$ cat src/rtl/sll_pkg.sv
`default_nettype none

package sll_pkg;

  // Node array size; two slots are taken by the free chain and list heads.
  localparam int NODE_SLOTS = 64;
  localparam int CELLS      = NODE_SLOTS - 2;

  // Fixed field widths of the item and result words.
  localparam int KIND_W   = 2;
  localparam int LEN_W    = 6;
  localparam int VAL_W    = 32;
  localparam int STATUS_W = 2;

  localparam logic [LEN_W-1:0] CELL_COUNT_LEN = LEN_W'(CELLS);

  // Item kinds.
  localparam logic [KIND_W-1:0] KIND_INSERT   = 2'd0;
  localparam logic [KIND_W-1:0] KIND_DELETE   = 2'd1;
  localparam logic [KIND_W-1:0] KIND_TRAVERSE = 2'd2;

  // Result status codes.
  localparam logic [STATUS_W-1:0] STATUS_OK       = 2'd0;
  localparam logic [STATUS_W-1:0] STATUS_BAD_POS  = 2'd1;
  localparam logic [STATUS_W-1:0] STATUS_NO_FREE  = 2'd2;

  // Operations applied to every cell of the chain together.
  localparam logic [1:0] OP_HOLD   = 2'd0;
  localparam logic [1:0] OP_INSERT = 2'd1;
  localparam logic [1:0] OP_DELETE = 2'd2;
  localparam logic [1:0] OP_ROTATE = 2'd3;

  // Command broadcast along the chain.
  typedef struct packed {
    logic [1:0]       op;
    logic [LEN_W-1:0] pos;       // zero-based cell index of the splice
    logic [LEN_W-1:0] last_idx;  // index of the final occupied cell
  } cell_cmd_t;

endpackage

`default_nettype wire

$ cat src/rtl/sll_cell.sv
`default_nettype none

module sll_cell (
  input  wire logic                     clk,
  input  wire sll_pkg::cell_cmd_t       cmd,
  input  wire logic [sll_pkg::LEN_W-1:0] idx,
  input  wire logic [sll_pkg::VAL_W-1:0] new_value,
  input  wire logic [sll_pkg::VAL_W-1:0] left_value,
  input  wire logic [sll_pkg::VAL_W-1:0] right_value,
  input  wire logic [sll_pkg::VAL_W-1:0] head_value,
  output logic      [sll_pkg::VAL_W-1:0] value_q
);

  logic [sll_pkg::VAL_W-1:0] value_r;
  logic [sll_pkg::VAL_W-1:0] value_nxt;

  // Each cell holds one list element; it takes a neighbour's word (or the new
  // word at the splice point) on a splice, an unlink or a rotation, and keeps its own otherwise.
  always_comb begin
    value_nxt = value_r;
    unique case (cmd.op)
      sll_pkg::OP_INSERT: begin
        if (idx > cmd.pos) begin
          value_nxt = left_value;
        end else if (idx == cmd.pos) begin
          value_nxt = new_value;
        end
      end
      sll_pkg::OP_DELETE: begin
        if (idx >= cmd.pos) begin
          value_nxt = right_value;
        end
      end
      sll_pkg::OP_ROTATE: begin
        if (idx == cmd.last_idx) begin
          value_nxt = head_value;
        end else begin
          value_nxt = right_value;
        end
      end
      default: begin
        value_nxt = value_r;
      end
    endcase
  end

  // Element storage needs no reset: cells beyond the length are never read.
  always_ff @(posedge clk) begin
    value_r <= value_nxt;
  end

  assign value_q = value_r;

endmodule

`default_nettype wire

$ cat src/rtl/sll_chain.sv
`default_nettype none

module sll_chain (
  input  wire logic                      clk,
  input  wire sll_pkg::cell_cmd_t        cmd,
  input  wire logic [sll_pkg::VAL_W-1:0] new_value,
  output logic      [sll_pkg::VAL_W-1:0] head_value
);

  logic [sll_pkg::VAL_W-1:0] cell_val [sll_pkg::CELLS];

  // A row of cells in list order; cell 0 holds the first element and the
  // row wraps from the last cell back to cell 0 for rotation.
  for (genvar i = 0; i < sll_pkg::CELLS; i++) begin : g_cell
    logic [sll_pkg::VAL_W-1:0] left_w;
    logic [sll_pkg::VAL_W-1:0] right_w;

    if (i == 0) begin : g_first
      assign left_w = new_value;
    end else begin : g_mid_l
      assign left_w = cell_val[i-1];
    end

    if (i == sll_pkg::CELLS - 1) begin : g_final
      assign right_w = cell_val[0];
    end else begin : g_mid_r
      assign right_w = cell_val[i+1];
    end

    sll_cell u_cell (
      .clk         (clk),
      .cmd         (cmd),
      .idx         (sll_pkg::LEN_W'(i)),
      .new_value   (new_value),
      .left_value  (left_w),
      .right_value (right_w),
      .head_value  (cell_val[0]),
      .value_q     (cell_val[i])
    );
  end

  assign head_value = cell_val[0];

endmodule

`default_nettype wire

$ cat config.mk
export PLATFORM = sky130hd
export DESIGN_NAME = sll_chain
export DESIGN_NICKNAME = d
export VERILOG_FILES = /design/src/rtl/sll_pkg.sv /design/src/rtl/sll_cell.sv /design/src/rtl/sll_chain.sv
export SDC_FILE = /design/constraint.sdc
export NUM_CORES = 2
export LEC_CHECK = 0
export BUFFER_PORTS_ARGS = -buffer_cell sky130_fd_sc_hd__buf_2
export CAP_MARGIN = 10
export CORE_MARGIN = 2
export CORE_UTILIZATION = 31
export DETAILED_ROUTE_END_ITERATION = 8
export PLACE_DENSITY_LB_ADDON = 0.15
export SETUP_SLACK_MARGIN = 0.2
export SYNTH_ARGS = -nofsm -noshare
export SYNTH_HDL_FRONTEND = slang
export SYNTH_HIERARCHICAL = 1
export SYNTH_SLANG_ARGS = --single-unit
$ cat constraint.sdc
create_clock -name clk -period 3.5 [get_ports clk]
set_clock_uncertainty 0.15 [all_clocks]
set_input_delay 0.35 -clock clk [delete_from_list [all_inputs] [get_ports clk]]
set_output_delay 0.35 -clock clk [all_outputs]
set_load 0.01 [all_outputs]
==> load_flow_metrics.sql <==
INSERT INTO impl_metrics (metric_group, metric, value, unit) VALUES
('sta', 'timing.final.hold_violations', '0', ''),
('logic_synthesis', 'synth_largest_type_area_fraction', '42.18', '%'),
('logic_synthesis', 'synth_warn', '6', ''),
('power', 'power.density', '489.0', 'nW/um^2'),
('run_status', 'status', 'finished, final reports clean', ''),
('floorplan', 'start_util', '31.18', '%'),
('power', 'ir_drop', '0.0004299', 'V'),
('logic_synthesis', 'yosys_register_bits', '1984', ''),
('logic_synthesis', 'synth_enable_flop_cells', '1984', ''),
('critical_path', 'type_of_element_capturing_the_critical_path', 'output pin', ''),
('logic_synthesis', 'netlist.top_cell.by_area', 'sky130_fd_sc_hd__edfxtp_1', ''),
('critical_path', 'required', '3.00', 'ns'),
('logic_synthesis', 'ys.flop_type', 'sky130_fd_sc_hd__edfxtp_1', ''),
('routing', 'drt-wirelength-per-cell', '30.50', 'um'),
('final_layout', 'post_route_cells_drive_above_1_share', '9.098', '%'),
('global_route', 'vias_in_the_first_global_route', '111900', ''),
('floorplan', 'number_of_primary_i_o_pins', '79', ''),
('floorplan', 'floorplan.die_area', '461100', 'sq um'),
('clock_network', 'cts_inserted_buffers', '243', ''),
('routing', 'first_iter_violations', '12810', ''),
('logic_synthesis', 'post_synth_and_or_nand_nor_area_fraction', '15.68', '%'),
('logic_synthesis', 'main_combinational_cell_family_by_area_after_synthesis', 'compound AO/OA/AOI/OAI gates', ''),
('floorplan', 'floorplan.core_area', '453100', 'sq um'),
('routing', 'drt_pass1_iterations', '8', ''),
('logic_synthesis', 'number_of_cells_produced_by_synthesis', '12210', ''),
('logic_synthesis', 'share_of_cell_area_taken_by_muxes_after_synthesis', '9.524', '%'),
('global_route', 'antenna_violations_before_repair', '22', ''),
('logic_synthesis', 'synth-xor-area-share', '2.059', '%'),
('place', 'gp_congestion', '0.8656', ''),
('routing', 'post-route-drc-count', '0', ''),
('place', 'hpwlAfterDp', '369700', 'um'),
('power', 'static-leakage-power', '53.38', 'nW'),
('run', 'max_cap_violations', '0', ''),
('logic_synthesis', 'avgSynthCellArea', '11.57', 'sq um'),
('sta', 'max_freq', '310.1', 'MHz'),
('sta', 'timing.slew.headroom', '25.05', '%'),
('logic_synthesis', 'synth_compound_area_share', '21.78', '%'),
('sta', 'grt_setup_unrepaired', 'no', ''),
('critical_path', 'critical_path.max_fanout', '27', ''),
('routing', 'dr_total_vias', '112800', ''),
('clock_network', 'htreeDepth', '4', ''),
('global_route', 'global_route_wire_length_before_repair', '828100', 'um'),
('clock_network', 'clock-root-buffer', 'sky130_fd_sc_hd__clkbuf_16', ''),
('clock_network', 'tritoncts', 'yes', ''),
('routing', 'postRouteAntennaNets', '0', ''),
('place', 'port-buffer-count', '78', ''),
('global_route', 'globalRouteOverflowTotal', '0', ''),
('logic_synthesis', 'synth.top_cells.by_area', 'sky130_fd_sc_hd__edfxtp_1, sky130_fd_sc_hd__nor2b_1, sky130_fd_sc_hd__o221a_1', ''),
('logic_synthesis', 'post_synth_instance_area', '141200', 'sq um'),
('clock_network', 'worst_skew_pair.late_latency', '1.00', 'ns'),
('critical_path', 'criticalPathCategory', 'flip-flop to output pin', ''),
('final_layout', 'largest_reg_flops', '1984', ''),
('global_route', 'globalRouteTotalUtil', '24.06', '%'),
('floorplan', 'core.rowCount', '247', ''),
('global_route', 'grt_start_max_net_pins', '192', ''),
('sta', 'setup-violations-final', '0', ''),
('final_layout', 'syn2layout_area_growth', '13.82', '%'),
('floorplan', 'die_width', '679.0', 'um'),
('logic_synthesis', 'async_flop_share', '0', '%'),
('final_layout', 'postLayoutCellArea', '160800', 'sq um'),
('sta', 'final.min_clock_period', '3.225', 'ns'),
('floorplan', 'fp.dieH', '679.0', 'um'),
('sta', 'timing.final.crit_share', '92.15', '%'),
('sta', 'tns', '0', 'ns'),
('sta', 'worst_tran_pin_value', '1.124', 'ns'),
('clock_network', 'clk_transition_reported_paths', '0.06', 'ns'),
('routing', 'dr_vias_cell', '5.922', ''),
('logic_synthesis', 'synthAdderAreaFrac', '3.295', '%'),
('sta', 'max_slew_vio_count', '0', ''),
('clock_network', 'clock_path_buffers', '4', ''),
('logic_synthesis', 'synthDistinctLibCells', '42', ''),
('clock_network', 'cts.sinks', '1984', ''),
('final_layout', 'design.final.nets', '13270', ''),
('critical_path', 'worst_setup_path_start_kind', 'flip-flop', ''),
('worst_hold_path', 'hold_path_class', 'input pin to flip-flop', ''),
('place', 'postPlaceCellArea', '152900', 'sq um'),
('logic_synthesis', 'synth_sequential_area_ratio', '42.18', '%'),
('routing', 'finalWirelength', '580700', 'um'),
('final_layout', 'filler_cell_count', '44200', ''),
('critical_path', 'timing.critical_path.arrival', '2.73', 'ns');
## routing by layer
layer | GRT usage (%) | wire, um | up-vias
met5 | 0 | 34 | -
met3 | 4.168 | 45320 | 1026
met2 | 37.66 | 258100 | 5249
met4 | 9.262 | 24420 | 4
li1 | - | - | 48680
met1 | 32.99 | 252800 | 57800
## cells in the mapped netlist, types with 40 or more instances
cell type and count:
sky130_fd_sc_hd__nor2b_1 2604, sky130_fd_sc_hd__clkbuf_1 374, sky130_fd_sc_hd__a32oi_1 42, sky130_fd_sc_hd__mux2i_1 1344
sky130_fd_sc_hd__edfxtp_1 1984, sky130_fd_sc_hd__inv_1 432, sky130_fd_sc_hd__a21oi_2 42, sky130_fd_sc_hd__buf_8 60
sky130_fd_sc_hd__a31oi_1 124, sky130_fd_sc_hd__a221o_1 620, sky130_fd_sc_hd__nand2_1 124, sky130_fd_sc_hd__or3_1 42
sky130_fd_sc_hd__o221a_2 42, sky130_fd_sc_hd__a22o_1 600, sky130_fd_sc_hd__nand3_1 186, sky130_fd_sc_hd__ha_1 372
sky130_fd_sc_hd__nor4_4 42, sky130_fd_sc_hd__buf_2 372, sky130_fd_sc_hd__o221a_1 1280, sky130_fd_sc_hd__o21ai_0 42
sky130_fd_sc_hd__a211oi_1 40, sky130_fd_sc_hd__o31ai_1 42, sky130_fd_sc_hd__a21oi_1 186, sky130_fd_sc_hd__xnor2_1 146
sky130_fd_sc_hd__buf_4 42, sky130_fd_sc_hd__xor2_1 186, sky130_fd_sc_hd__nor2_1 244, sky130_fd_sc_hd__o21bai_1 42
sky130_fd_sc_hd__nor3b_1 42, sky130_fd_sc_hd__buf_6 146, sky130_fd_sc_hd__nand3b_1 124, sky130_fd_sc_hd__nand4_1 62
## worst max-delay path: stages (launching register included)
cell and delay (ns):
sky130_fd_sc_hd__edfxtp_1 1.09, sky130_fd_sc_hd__buf_12 0.29, sky130_fd_sc_hd__buf_2 0.24
## stage by stage
step / utilization [%] / power, mW / cells / worst slack, ns / hold slack (ns)
3_5_place_dp: 33.74 / 52.85 / 18570 / 0.2320 / 0.4200
2_1_floorplan: - / 44.49 / 12990 / 0.5656 / 0.3989
6_report: 35.49 / 78.61 / 19040 / 0.2747 / 0.08123
5_1_grt: 35.48 / 81.28 / 19040 / 0.2931 / 0.06736
3_3_place_gp: 33.74 / 52.45 / 18570 / 0.1667 / 0.4123
4_1_cts: 35.48 / 78.72 / 19030 / 0.2598 / 0.004540
## final cells by class
class                      count  area, sq um  area share (%)
antenna                        7        17.52         0.01090
clock buffer                 303         6327           3.936
clock inverter               146         1410          0.8771
inverter                     432         1622           1.009
multi-input combinational   9584        77330           48.10
sequential                  1984        59580           37.06
tap                         5976         7477           4.651
timing repair buffer         609         7008           4.359
## where the power goes
| group | total, mW | internal, mW | switching, mW |
|---|---|---|---|
| sequential | 34.5 | 31.2 | 3.33 |
| combinational | 18.4 | 7.05 | 11.4 |
| clock | 25.7 | 14.2 | 11.5 |
| total | 78.6 | 52.4 | 26.2 |
## cell families (layout without fill, tap and decap cells)
logic type,count (synthesis),count (layout)
flip-flops,1984,1984
other,2,791
AO/OA/AOI/OAI,3182,3182
buffers and inverters,1426,1490
XOR/XNOR,332,332
adder cells (fa/ha/maj),372,372
AND/OR/NAND/NOR,3570,3570
multiplexers,1344,1344
## path summary, 6_finish.rpt
| check | start | to | slack (ns) | depth (start not counted) |
|---|---|---|---|---|
| worst max register to register | g_cell[0].u_cell/value_q[25]$_DFFE_PP_ | g_cell[42].u_cell/value_q[25]$_DFFE_PP_ | 1.01 | 4 |
| worst max-delay path | g_cell[0].u_cell/value_q[25]$_DFFE_PP_ | head_value[25] | 0.27 | 2 |
| worst min register to register | g_cell[32].u_cell/value_q[29]$_DFFE_PP_ | g_cell[33].u_cell/value_q[29]$_DFFE_PP_ | 0.43 | 1 |
| worst min-delay path | new_value[18] | g_cell[41].u_cell/value_q[18]$_DFFE_PP_ | 0.08 | 2 |
## placed cells by master, fill, tap and decap left out, drive strengths merged, types with 19 or more instances in the layout
cell / Yosys / routed
nor2b: 2604 / 2604
nor2: 244 / 244
nand2: 124 / 124
nand4: 62 / 62
and4: 20 / 20
ha: 372 / 372
buf: 620 / 593
nor3: 20 / 20
a32oi: 42 / 42
o21a: 20 / 20
clkinv: 0 / 114
a22o: 620 / 620
mux2i: 1344 / 1344
o21ai: 42 / 42
bufinv: 0 / 19
o221a: 1322 / 1322
xor2: 186 / 186
xnor2: 146 / 146
o31ai: 42 / 42
edfxtp: 1984 / 1984
nand3: 186 / 186
or3: 42 / 42
and2: 20 / 20
a221o: 620 / 620
a221oi: 20 / 20
inv: 432 / 434
nand3b: 124 / 124
nor4: 42 / 42
a31oi: 124 / 124
conb: 2 / 784
a41oi: 20 / 20
nand4b: 20 / 20
nor4b: 20 / 20
o21bai: 42 / 42
clkbuf: 374 / 304
a21oi: 228 / 228
nor3b: 42 / 42
a211oi: 40 / 40
## repair_timing
action / CTS / global route
buffers inserted: 0 / 0
endpoints found under the setup margin: 1 / 0
resized for setup: 1 / 0
hold buffers: 15 / 0
hold endpoints to repair: 163 / 0
Power figures use the tool's default switching activity.
